$ cat config.mk
export PLATFORM = sky130hd
export DESIGN_NAME = pcpa_front
export DESIGN_NICKNAME = d
export VERILOG_FILES = /design/src/hw/rtl/pcpa_pkg.sv /design/src/hw/rtl/pcpa_front.sv
export SDC_FILE = /design/constraint.sdc
export NUM_CORES = 1
export LEC_CHECK = 0
export ABC_AREA = 1
export BUFFER_PORTS_ARGS = -buffer_cell sky130_fd_sc_hd__buf_2
export CAP_MARGIN = 10
export CORE_MARGIN = 5
export CORE_UTILIZATION = 45
export DETAILED_ROUTE_END_ITERATION = 8
export PLACE_DENSITY_LB_ADDON = 0.12
export SETUP_SLACK_MARGIN = 0.15
export SLEW_MARGIN = 20
export SYNTH_ARGS = -nofsm -noshare
export SYNTH_HDL_FRONTEND = slang
export SYNTH_SLANG_ARGS = --single-unit
$ cat constraint.sdc
create_clock -name vclk -period 2.3
set_input_delay 0.23 -clock vclk [all_inputs]
set_output_delay 0.23 -clock vclk [all_outputs]
set_load 0.05 [all_outputs]
$ cat src/hw/rtl/pcpa_pkg.sv
package pcpa_pkg;

  localparam int CPU_COUNT  = 8;
  localparam int CPU_W      = 3;
  localparam int VIC_W      = 5;
  localparam int MAX_PAGES  = 32768;
  localparam int PAGE_SHIFT = 12;
  localparam int IDX_W      = $clog2(MAX_PAGES);
  localparam int LINK_W     = $clog2(MAX_PAGES + 1);
  localparam logic [LINK_W-1:0] NIL = LINK_W'(MAX_PAGES);

  localparam logic [1:0] CFG_LOWER = 2'd0;
  localparam logic [1:0] CFG_UPPER = 2'd1;
  localparam logic [1:0] CFG_BATCH = 2'd2;

  localparam logic [1:0] ST_OK      = 2'd0;
  localparam logic [1:0] ST_NOPAGE  = 2'd1;
  localparam logic [1:0] ST_BADADDR = 2'd2;

  typedef enum logic [1:0] {
    K_FREE,
    K_BAD,
    K_ALLOC,
    K_NOPAGE
  } kind_t;

  typedef struct packed {
    kind_t             kind;
    logic [CPU_W-1:0]  cpu;
    logic [IDX_W-1:0]  idx;
  } op_t;

endpackage

$ cat src/hw/rtl/pcpa_front.sv
module pcpa_front
  import pcpa_pkg::*;
(
  input  logic [0:0]  cmd,
  input  logic [2:0]  cpu,
  input  logic [31:0] addr,
  input  logic [31:0] lower_bound,
  input  logic [31:0] upper_bound,
  input  logic [31:0] base,
  output op_t         op
);

  logic        cpu_bad;
  logic        range_bad;
  logic [31:0] diff;
  logic [31-PAGE_SHIFT:0] idx_full;

  always_comb begin
    cpu_bad   = 32'({1'b0, cpu}) >= 32'(CPU_COUNT);
    range_bad = (addr[PAGE_SHIFT-1:0] != '0) || (addr < lower_bound) ||
                (addr >= upper_bound);
    diff      = addr - base;
    idx_full  = diff[31:PAGE_SHIFT];
    op.cpu    = cpu[CPU_W-1:0];
    op.idx    = idx_full[IDX_W-1:0];
    if (cmd == 1'b1) begin
      op.kind = cpu_bad ? K_NOPAGE : K_ALLOC;
    end else if (cpu_bad || range_bad || (32'(idx_full) >= 32'(MAX_PAGES))) begin
      op.kind = K_BAD;
    end else begin
      op.kind = K_FREE;
    end
  end

endmodule

# ---- Word-level counts from Yosys, hierarchy flattened
# Index checks and enable logic that the tools add are counted.
dict set report classes {
  n_lt_le_gt_ge 3
  mux 2
  n_reduce_logical 4
  addsub 1
}
# op count
set op_table {}
lappend op_table {{$ge 32x32->1} 1}
lappend op_table {{$lt 32x32->1} 1}
lappend op_table {{$sub 32x32->32} 1}
lappend op_table {{$ge 20x16->1 const B} 1}
lappend op_table {{$reduce_bool 12->1} 1}
lappend op_table {{$logic_or 1x1->1} 3}
lappend op_table {{$mux 2} 1}
lappend op_table {{$mux 1} 1}
dict set report totals {
  wordCells 10
  ff_bits 0
  inputBits 132
  out_inout_bits 20
}

# ---- Logic depth before layout (Yosys ltp)
dict set report depth {
  ltp_word 6
  ltp_mapped 18
  depth_no_buf 18
}

# ---- Least setup slack after synthesis
# OpenSTA, ideal clock, no wires.
dict set report synth_timing {
  kind {input to output}
  startpoint {input base[12]}
  endpoint {output op[14] in the netlist's numbering}
  arrival_time_ns 2.200
  stages 14
  slack_ns -0.130
  path_buffers 0
  cell_sequence {inv_1 -> ha_1 -> nand2_1 -> inv_1 -> nand2_1 -> nand2_1 -> a21oi_1 -> nand2_2 -> nand2_1 -> nand3_1 -> nand2_1 -> nand2_2 -> a21oi_2 -> xor2_1}
}
# item line_no
set synth_rtl {}
lappend synth_rtl {{from (decl)} pcpa_front.sv:9} ;# input logic [31:0] base,
lappend synth_rtl {{to (decl)} pcpa_front.sv:10} ;# output op_t op

==> results.md <==
* Outcome: complete, no violations
* WHS Path Cells at 0
* Count of port buffers added during placement at between 100 and 150
* Grt ovf at 0
* Vias in the first global route at 4472
* Area added between synthesis and finish at 80.1%
* Hold Buf Count CTS at 0
* Max-cap viol count at 0
* Syn nets at approximately 900
* End of the critical path: op[18]
* Post-route DRC at 0
* Peak VDD IR at 0.000117 V
* Unrepaired setup endpoints after global routing: true
* Worst Hold Class: in -> out
* Synth warn at 0
* Tcrit/Tclk final at 0.946
* CP arrival at between 1.5 and 2 ns
* Post-Route WL at 13800 microns
* Register area share after synthesis at 0
* Largest net degree at the start of global routing at 5
* FMAX at between 400 and 500 MHz
* Seq. cell area at 0 sq um
* Final antenna-violating net count at 0
* Cells after DPL at about 1000
* Sequential cell count at 0
* Syn_area_per_cell at about 5.4 sq um
* Routed vias at around 5000
* Critical Path End Type: output port
* Die area at approximately 10000 sq um
* Least-Margin Pin Slew at around 0.44 ns
* Yosys cell types at 27
* GRT Total Usage at 0.218
* Ant diodes at 0
* Layout Utilization at 0.819
* Pre-CTS WS at -0.175 ns
* Critical path required time at between 2 and 2.5 ns
* Detailed placer's ending HPWL at between 9000 and 10000 microns
* Die Wd at 100 microns
* Final std cells w/o fill at slightly below 1000
* Global-route wire length before repair at 18700 microns
* Initial Util at 0.455
* Leak at roughly 3.7 nW
* TritonRoute pass-1 iters at 4
* # rows at 33
* DRT iter0 DRCs at between 100 and 150
* DR vias/cell at approximately 5
* Worst rel slew slack at 0.703
* Post-Synthesis Cell Area at approximately 3700 sq um
* # setup viols final at 0
* Final worst setup slack at between 0.1 and 0.15 ns
* Final Hold Viols at 0
* Routed WL per cell at between 10 and 15 microns
* Synth Instances at ~680
* Crit path from: addr[19]
* Die height at about 100 microns
* Startpoint types: input pin
* Maximum fanout along the worst path at 2
* Crit Path Category: in -> out
* Fill count at roughly 530
* Antenna violations before repair at 0
* Final #Nets at approximately 1100
* Core area at ~8100 sq um
* Final RePlAce weighted congestion at between 0.8 and 0.9
* Max-slew violations at 0
* # IOs at around 150
* CLK BUF at 0
* Pwr dens at approximately 280 nW/um^2
* Layout cells sized above 1 at 0.516
* Final min period at 2.18 ns
==> stage by stage <==
step / area, sq um / hold slack (ns) / total power, mW / setup TNS [ns]
after global routing: 6630 / 0.460 / 2.00 / -0.00646
after global placement: 5040 / 0.460 / 1.30 / -0.260
final: 6630 / 0.460 / 1.84 / 0
after detailed placement: 5040 / 0.460 / 1.32 / -0.220
after CTS: 5640 / 0.460 / 1.50 / 0
after floorplan: 3740 / 0.556 / 0.866 / 0
==> cell usage in the layout (no fill, tap or decap), types with 3 or more instances in the layout <==
cell type / netlist / final
a21oi_1: 53 / 31
ha_1: 93 / 41
xor2_2: 0 / 5
inv_2: 2 / 32
buf_2: 0 / 114
inv_1: 169 / 137
o21ai_0: 11 / 5
nand2_4: 0 / 24
nand2_2: 6 / 53
a21oi_4: 0 / 4
nor4_1: 8 / 3
nand3_1: 19 / 14
buf_4: 4 / 63
nor3_2: 0 / 3
nor2_1: 50 / 27
xnor2_2: 0 / 4
nor2_2: 2 / 14
nor4_4: 0 / 3
buf_6: 0 / 36
xor2_1: 11 / 6
a21oi_2: 2 / 20
ha_4: 0 / 51
nor2_4: 0 / 11
nand2_1: 216 / 145
o21ai_1: 0 / 5
nand3_2: 0 / 5
==> cell type report <==
type,count,area (sq um),area share
inverters,171,647,0.0976
multi-input cells,502,4370,0.659
well taps,105,131,0.0198
repair buffers,216,1480,0.223
==> synthesized netlist by cell type, types with 2 or more instances <==
cell	instances	area, sq um
nand2_1	216	811
nand2_2	6	37.5
xnor2_1	5	43.8
inv_2	2	7.51
nand4_1	2	12.5
and3_1	4	25.0
o21bai_1	4	30.0
a21oi_1	53	265
xor2_1	11	96.3
o21ai_0	11	55.1
a21oi_2	2	17.5
nor3_1	5	25.0
nand3_1	19	95.1
nor2_1	50	188
inv_1	169	634
nor2_2	2	12.5
buf_4	4	30.0
o21a_1	2	15.0
a31oi_1	2	12.5
nand3b_1	2	15.0
nor4_1	8	50.1
ha_1	93	1160
==> power by group <==
part,leakage (nW),switching (mW),internal [mW]
Sequential,0,0,0
Clock,0,0,0
Combinational,3.70,1.04,0.801
Total,3.70,1.04,0.801
==> kinds of logic after synthesis <==
family | count (synthesis) | share of synthesized area
fa+ha+maj | 93 | 0.316
simple gates | 315 | 0.347
xor+xnor | 16 | 0.0381
buf+inv | 175 | 0.183
compound gates | 78 | 0.116
==> routing by layer <==
| metal | wire length (microns) | up-vias | global-route usage |
|---|---|---|---|
| met3 | 715 | 21 | 0.0146 |
| met1 | 5740 | 2205 | 0.288 |
| met5 | 0 | - | 0 |
| met4 | 199 | 0 | 0.00415 |
| li1 | - | 2521 | - |
| met2 | 7150 | 131 | 0.407 |
==> worst min-delay path by stage <==
stage           start  endpoint  slack [ns]
2_1_floorplan     cmd    op[18]        0.56
3_3_place_gp   cpu[1]    op[16]        0.46
3_5_place_dp   cpu[1]    op[16]        0.46
4_1_cts        cpu[1]    op[16]        0.46
5_1_grt        cpu[0]    op[15]        0.46
6_report       cpu[1]    op[16]        0.46
==> worst max-delay path: stages <==
cell	delay, ns
buf_2	0.13
buf_6	0.12
buf_4	0.14
ha_4	0.25
a21oi_1	0.14
o21a_1	0.15
o21bai_2	0.10
a31oi_2	0.22
nand2_2	0.07
nand3_2	0.07
nor2_2	0.05
nor2_2	0.11
buf_6	0.16
==> what timing repair did <==
item / 4_1_cts / 5_1_grt
pin swaps: 22 / 114
setup endpoints to repair: 12 / 12
buffers inserted: 3 / 5
resized for setup: 96 / 239
Power figures use the tool's default switching activity.
