--- config.mk ---
export PLATFORM = sky130hd
export DESIGN_NAME = pcpa_fifo
export DESIGN_NICKNAME = d
export VERILOG_FILES = /design/src/hw/rtl/pcpa_pkg.sv /design/src/hw/rtl/pcpa_fifo.sv
export SDC_FILE = /design/constraint.sdc
export NUM_CORES = 1
export LEC_CHECK = 0
export BUFFER_PORTS_ARGS = -buffer_cell sky130_fd_sc_hd__buf_2
export CAP_MARGIN = 40
export CORE_UTILIZATION = 50
export DETAILED_ROUTE_END_ITERATION = 8
export PLACE_DENSITY_LB_ADDON = 0.3
export SYNTH_ARGS = -nofsm -noshare
export SYNTH_HDL_FRONTEND = slang
export SYNTH_SLANG_ARGS = --single-unit
--- constraint.sdc ---
create_clock -name clk -period 2.13 [get_ports clk]
set_clock_uncertainty 0.1 [all_clocks]
set_input_delay 0.213 -clock clk [delete_from_list [all_inputs] [get_ports clk]]
set_output_delay 0.213 -clock clk [all_outputs]
set_load 0.005 [all_outputs]
--- src/hw/rtl/pcpa_pkg.sv ---
package pcpa_pkg;

  localparam int CPU_COUNT  = 8;
  localparam int CPU_W      = 3;
  localparam int VIC_W      = 5;
  localparam int MAX_PAGES  = 32768;
  localparam int PAGE_SHIFT = 12;
  localparam int IDX_W      = $clog2(MAX_PAGES);
  localparam int LINK_W     = $clog2(MAX_PAGES + 1);
  localparam logic [LINK_W-1:0] NIL = LINK_W'(MAX_PAGES);

  localparam logic [1:0] CFG_LOWER = 2'd0;
  localparam logic [1:0] CFG_UPPER = 2'd1;
  localparam logic [1:0] CFG_BATCH = 2'd2;

  localparam logic [1:0] ST_OK      = 2'd0;
  localparam logic [1:0] ST_NOPAGE  = 2'd1;
  localparam logic [1:0] ST_BADADDR = 2'd2;

  typedef enum logic [1:0] {
    K_FREE,
    K_BAD,
    K_ALLOC,
    K_NOPAGE
  } kind_t;

  typedef struct packed {
    kind_t             kind;
    logic [CPU_W-1:0]  cpu;
    logic [IDX_W-1:0]  idx;
  } op_t;

endpackage

--- src/hw/rtl/pcpa_fifo.sv ---
module pcpa_fifo
  import pcpa_pkg::*;
(
  input  logic clk,
  input  logic rst,
  input  logic push,
  input  op_t  push_data,
  input  logic pop,
  output op_t  pop_data,
  output logic full,
  output logic empty
);

  op_t        slot [2];
  logic       wr_ptr;
  logic       rd_ptr;
  logic [1:0] count;

  assign full     = count == 2'd2;
  assign empty    = count == 2'd0;
  assign pop_data = slot[rd_ptr];

  always_ff @(posedge clk) begin
    if (push) begin
      slot[wr_ptr] <= push_data;
    end
    if (rst) begin
      wr_ptr <= 1'b0;
      rd_ptr <= 1'b0;
      count  <= 2'd0;
    end else begin
      if (push) wr_ptr <= ~wr_ptr;
      if (pop)  rd_ptr <= ~rd_ptr;
      count <= count + 2'(push) - 2'(pop);
    end
  end

endmodule

# Word-level counts from Yosys, hierarchy flattened
# Memory sizes are Yosys's and may differ from the RTL's. A register that Yosys moved wholly into a read port is not among the register bits.
# Cells that the tools add are included.
# op_classes
addsub	2
n_reduce_logical	1
n_bitwise	2
muxes	4
n_eq_ne	1
# op_table
op	count
$mux 1	4
$add 2x1->2	1
$eq 2x2->1 const B	1
$logic_not 2->1	1
$not 1->1	2
$sub 2x1->2	1
# word_totals
mem_bits_rw	40
out_inout_bits	22
n_memories	1
reg_bits	4
word_cells	14
# mem_list
name	depth	word_bits	read_ports	rd_ports_with_merged_regs	wr	line	rtl
slot	2	20	1	1	1	pcpa_fifo.sv:14	op_t slot [2];

# Depth between registers and ports, before layout
# Gate-level depths: netlist of run 1.
# depth
word_depth	3
ltp_mapped	6
ltp_nobuf	6

# Least setup slack after synthesis of run 1
# No wires, ideal clock.
# synth_path
kind	register to register
startpoint	reg wr_ptr
endpoint	mem slot[0][0] (netlist name) (enable)
setup_slack_ns	0.391
synth_period_minus_slack_ns	1.739
stages_incl_launch_ff	2
arrival_ns	1.240
cell_sequence	dfxtp_1 -> nor2b_1
# synth_lines
item	line	rtl
start: declaration	pcpa_fifo.sv:15	logic wr_ptr;
start signal: assignment	pcpa_fifo.sv:32	if (push) wr_ptr <= ~wr_ptr;
end: declaration	pcpa_fifo.sv:14	
# Straight into the memory's write port.

==> summary.md, run 1 <==
| Metric | Value |
|---|---|
| Outcome | finished clean |
| CTS tree | built |
| Remaining antenna violation count | 0 |
| Antenna cell count | 0 |
| Drt first pass iters | 3 |
| Met3 WL | approximately 140 microns |
| Clock latency at the later pin of the worst-skew pair | ~0.34 ns |
| Fmax | approximately 600 MHz |
| Critical-path top delay cell | mux2_2 |
| Distinct cells, synth | 11 |
| # clock sinks | 45 |
| Starting density of the core | around 54% |
| Routed wire per std cell | approximately 14 microns |
| CTS Buffer Depth | 2 |
| Clk pin slew, worst setup/hold paths | 0.11 ns |
| Worst flop-to-flop path startpoint | wr_ptr |
| Syn_area_per_cell | 20.1 sq um |
| Worst-Margin Slew | 0.475 ns |
| Cell family with most CP delay | multiplexers |
| Cts hold-fix bufs | 21 |
| VDD IR max | ~0.00042 V |
| Resized Gates After CTS | 0 |
| Area added between synthesis and finish | 33.1% |
| Final Hold Violating Endpoints | 0 |
| TritonCTS buffer count | 5 |
| Final setup fails | 0 |
| WP data arrival | between 1 and 1.5 ns |
| Global-route wire length before repair | ~4.3 mm |
| Synth Cell Area | about 1700 sq um |
| Max_slew headroom | 68.2% |
| Worst path required time | 1.82 ns |
| Pwr/cell area | ~760 nW/um^2 |
| Endpoint class of the critical path | output pin |
| Final Max Slew Viols | 0 |
| Worst path cell trace | buf_4 -> mux2_2 -> buf_2 |
| WS Path Type | reg2out |
| Non-Filler Instances | 203 |
| CTS H-tree depth | 2 |
| Multi-input logic area | 337 sq um |
| Post-Syn Nets | ~110 |
| Crit path max fanout | 10 |
| Via/cell ratio | 4.70 |
| RSZ-0062 raised after global routing | no |
| Ys Warns | 0 |
| Crit path time final | ~1.7 ns |
| Startpoint types | flip-flop |
| Total core area | around 3100 sq um |
| DRT iter0 DRCs | 25 |
| Final core occ | 71.5% |
| DR top layer | met4 |
| Register bit count reported by yosys | 45 |
| Die area | between 3000 and 4000 sq um |
| LEAKAGE | 0.870 nW |
| Fillers | about 230 |
| Die Y | around 60 microns |
| Vias in the first global route | between 1000 and 1500 |
| DRT met1 WL | between 1 and 1.5 mm |
| Horiz. Die Dim | 59.7 microns |
| Via count | roughly 960 |
| Buf+Inv Stages, Crit Path | 2 |
| WL met2 | ~1.6 mm |
| Setup Buffers After CTS | 0 |
| Max_cap viols | 0 |
| Rows | 20 |
| CTS Root Cell | clkbuf_4 |
| Sequential-to-total area share from yosys stat | about four fifths |
| GR Overflow Total | 0 |
| Worst hold path type | in2reg |
| Setup_tns | 0 ns |
| GRT Total Usage | approximately 17% |
| I/O Pins | 46 |
| Largest net degree at the start of global routing | 21 |
| WL final | about 2.8 mm |
| # DRC | 0 |
| Tcrit/Tclk final | between 70% and 80% |
| Port bufs | 45 |
| DP HPWL | ~1.8 mm |
| Worst Hold Launch | push |
| Flip-flop and latch area | around 1300 sq um |
| Initial antenna violation count | 0 |
| Share of cells above drive strength 1 | around half |
| Mapped Cells | 83 |
| Largest stage delay on the critical path | about 0.36 ns |
| Layout Nets | roughly 180 |
| GPL Wtd Cong | slightly above 0.6 |
| Final hold slack | approximately 0.075 ns |
| Placed insts | about 170 |
## final cells by class
type	count	share of cell area (%)
clock buffer	6	1.86
clock inverter	2	0.451
inverter	2	0.339
multi-input combinational	34	15.2
sequential	45	58.7
tap	44	2.48
timing repair buffer	70	21.0
## registers in the layout, summed over array words and instances, names as in the netlist, named ones only
register  count
count         2
rd_ptr        1
slot         40
wr_ptr        1
## synth_stat cells, drive strengths merged
cell	instances	area [sq um]
edfxtp	40	1200
mux2	20	225
dfxtp	5	100
nor2	5	18.8
nor2b	3	18.8
buf	2	22.5
ha	2	25.0
inv	2	7.51
xnor2	2	17.5
and2	1	6.26
xnor3	1	22.5
## routing by layer
metal  track usage [%]  vias up
met5                 0        -
met4              5.98        0
met2              34.4       25
li1                  -      462
met1              16.2      464
met3              6.06        4
## stage by stage
| step | setup WS (ns) | area, sq um | power (mW) |
|---|---|---|---|
| 3_5_place_dp | 0.623 | 1960 | 1.30 |
| 5_1_grt | 0.381 | 2220 | 1.76 |
| 3_3_place_gp | 0.682 | 1960 | 1.29 |
| 6_report | 0.456 | 2220 | 1.68 |
| 4_1_cts | 0.435 | 2220 | 1.70 |
| 2_1_floorplan | 0.391 | 1670 | 1.20 |
## worst paths after layout
check / endpoint / slack [ns] / depth (start not counted)
setup / recovery: pop_data[1] / 0.46 / 3
hold / removal: wr_ptr / 0.08 / 3
setup reg to reg: slot[0][0] / 0.68 / 2
hold reg to reg: rd_ptr / 0.46 / 2
## tightest hold or removal path: stages
cell	delay (ns)
buf_2	0.12
xnor2_1	0.07
nor2_1	0.08
## placed cells by master, fill, tap and decap left out
cell type,Yosys,layout
buf_2,0,45
edfxtp_1,40,40
dlygate4sd3_1,0,21
mux2_2,20,20
nor2_1,5,5
dfxtp_1,5,5
clkbuf_4,0,5
buf_4,0,4
inv_1,2,2
nor2b_1,3,2
xnor2_1,2,2
ha_1,2,2
clkinv_2,0,2
and2_1,1,1
nor2b_2,0,1
xnor3_1,1,1
clkbuf_1,0,1
## report_power, final
group / total [mW] / switching (mW) / internal [mW]
clock network: 0.366 / 0.240 / 0.126
registers: 1.05 / 0.0215 / 1.03
logic: 0.265 / 0.110 / 0.155
total: 1.68 / 0.372 / 1.31
## cell families after synthesis
| family | Yosys count | synth area share (%) |
|---|---|---|
| AND/OR/NAND/NOR | 9 | 2.63 |
| multiplexers | 20 | 13.5 |
| flip-flops | 45 | 78.1 |
| XOR/XNOR | 3 | 2.40 |
| adder cells (fa/ha/maj) | 2 | 1.50 |
| buffers and inverters | 4 | 1.80 |
No activity file was read; power rests on OpenSTA's default activity.
==> inputs of run 2 (changes only) <==
clock period = 1.6 ns   (was 2.13 ns; I/O delays follow)
==> run 2 against run 1 <==
Compared with the run above: the run now ends with setup timing left; critical path type unchanged; via count up 5.3%; count of clock-buffer cells in the layout stayed put; critical endpoint is now pop_data[12]; sequential share of layout area fell by 4.9 points.
==> summary.md, run 2 (synthesis gave the netlist of run 1 again) <==
| Metric | Value |
|---|---|
| CTS tree | built |
| GRT Total Usage | 21.4% |
| Seq pwr share | 55.7% |
| I/O Pins | 46 |
| Via/cell ratio | between 4 and 5 |
| CTS Buffer Depth | 2 |
| Outcome | complete, but fails checks |
| Cell family with most CP delay | flip-flops |
| Clock latency at the later pin of the worst-skew pair | around 0.36 ns |
| Vias in the first global route | approximately 1100 |
| Via count | 1006 |
| WP data arrival | 1.37 ns |
| Fillers | 192 |
| Critical-path top delay cell | dfxtp_4 |
| Die Y | between 50 and 60 microns |
| Max_cap viols | 0 |
| Worst path required time | between 1 and 1.5 ns |
| NetSw | between 0.5 and 0.6 mW |
| LEAKAGE | between 0.9 and 1 nW |
| Pint | ~2.0 mW |
| Final hold slack | approximately 0.42 ns |
| Endpoint class of the critical path | output pin |
| Drt first pass iters | 4 |
| Final Power | 2.52 mW |
| Failing checks | setup timing |
| Routed wire per std cell | 15.8 microns |
| RSZ-0062 raised after global routing | yes |
| PnR worst setup slack | -0.0258 ns |
| Largest Register | slot |
| GPL Wtd Cong | around 0.63 |
| Share of cells above drive strength 1 | between 40% and 50% |
| Port bufs | 45 |
| Final core occ | roughly four fifths |
| Die area | 3570 sq um |
| Pwr/cell area | around 1000 nW/um^2 |
| Final Max Slew Viols | 0 |
| Crit path time final | 1.63 ns |
| DP HPWL | around 1.9 mm |
| CTS H-tree depth | 2 |
| Worst hold path type | in2reg |
| DRT iter0 DRCs | 18 |
| Clk pin slew, worst setup/hold paths | about 0.13 ns |
| Antenna cell count | 0 |
| Max_slew headroom | 87.5% |
| Area added between synthesis and finish | 45.7% |
| Max FFs per register | 40 |
| Startpoint types | flip-flop |
| VDD IR max | about 0.00066 V |
| Horiz. Die Dim | between 50 and 60 microns |
| Buf+Inv Stages, Crit Path | 2 |
| Starting density of the core | a little over half |
| Final setup fails | 10 |
| # clock sinks | 45 |
| Rows | 20 |
| Worst path cell trace | buf_12 -> mux2_2 -> buf_2 |
| Most frequent standard cell in the layout excluding fill and tap cells | edfxtp_1 |
| Remaining antenna violation count | 0 |
| Crit path max fanout | 10 |
| Largest stage delay on the critical path | 0.40 ns |
| Layout Nets | around 190 |
| TritonCTS buffer count | 5 |
| CTS Root Cell | clkbuf_4 |
| Comb pwr share | around 18% |
| Commonest cells after routing, fill and taps aside | edfxtp_1 (40), buf_2 (35), dlygate4sd3_1 (24) |
| Setup_tns | -0.150 ns |
| Fmax | roughly 600 MHz |
| Post-Place Worst Slack | around 0.27 ns |
| WL final | roughly 3.3 mm |
| Regs by FF count | slot: 40 flops, count: 2 flops |
| Clock share of power | a little over a quarter |
| Global-route wire length before repair | between 5 and 6 mm |
| WS Path Type | reg2out |
| Worst-Margin Slew | between 0.15 and 0.2 ns |
| Tcrit/Tclk final | 102% |
| # DRC | 0 |
| Initial antenna violation count | 0 |
| Final Hold Violating Endpoints | 0 |
| GR Overflow Total | 0 |
| Switching share of power | a little over a fifth |
| Total core area | between 3000 and 4000 sq um |
| Largest net degree at the start of global routing | 14 |
==> run 2: cell types whose count changed in the layout (fill, tap and decap cells not counted), sizes merged <==
cell | before | now
dlygate4sd3 | 21 | 24
buf | 49 | 51
bufinv | 0 | 1
clkinv | 2 | 1
==> run 2: path summary, 6_finish.rpt <==
| kind | startpoint | to | slack (ns) | cells past startpoint |
|---|---|---|---|---|
| worst min-delay path | push_data[6] | slot[0][6] | 0.42 | 2 |
| worst max-delay path | flip-flop | pop_data[12] | -0.03 | 3 |
| worst min register to register | rd_ptr | flip-flop | 0.45 | 2 |
| worst max register to register | rd_ptr | rd_ptr | 0.26 | 3 |
==> run 2: per-layer routing <==
metal  routed length [microns]  vias up  global-route usage [%]  part of all wire, %
li1                          -      476                       -                    -
met1                      1210      489                    22.3                   37
met2                      1870       33                    38.3                   57
met3                       129        8                    4.76                  3.9
met4                        75        0                    14.3                  2.3
met5                         0        -                       0                    0
==> run 2: power by group through the flow <==
stage               clock, mW  combinational [mW]  sequential, mW
floorplan                   0               0.180            1.41
global placement            0               0.301            1.42
detailed placement          0               0.315            1.42
CTS                     0.681               0.414            1.40
global route            0.737               0.480            1.41
finish                  0.671               0.444            1.40
==> run 2: final cells by class <==
class / instances / area (sq um) / share of cell area (%)
tap: 44 / 55.1 / 2.27
clock buffer: 6 / 41.3 / 1.70
timing repair buffer: 75 / 606 / 25.0
inverter: 2 / 7.51 / 0.309
multi-input combinational: 34 / 378 / 15.6
sequential: 45 / 1310 / 53.8
clock inverter: 2 / 33.8 / 1.39
==> run 2: stage by stage <==
step	instances	cell area, sq um
finish	208	2430
global route	208	2430
CTS	208	2370
detailed placement	175	1960
global placement	175	1960
floorplan	83	1670
==> run 2: timing repair <==
item,CTS,global route
buffers inserted,0,0
hold endpoints to repair,45,0
hold buffers,24,0
setup endpoints to repair,20,20
resized for setup,18,9
gates cloned,1,0
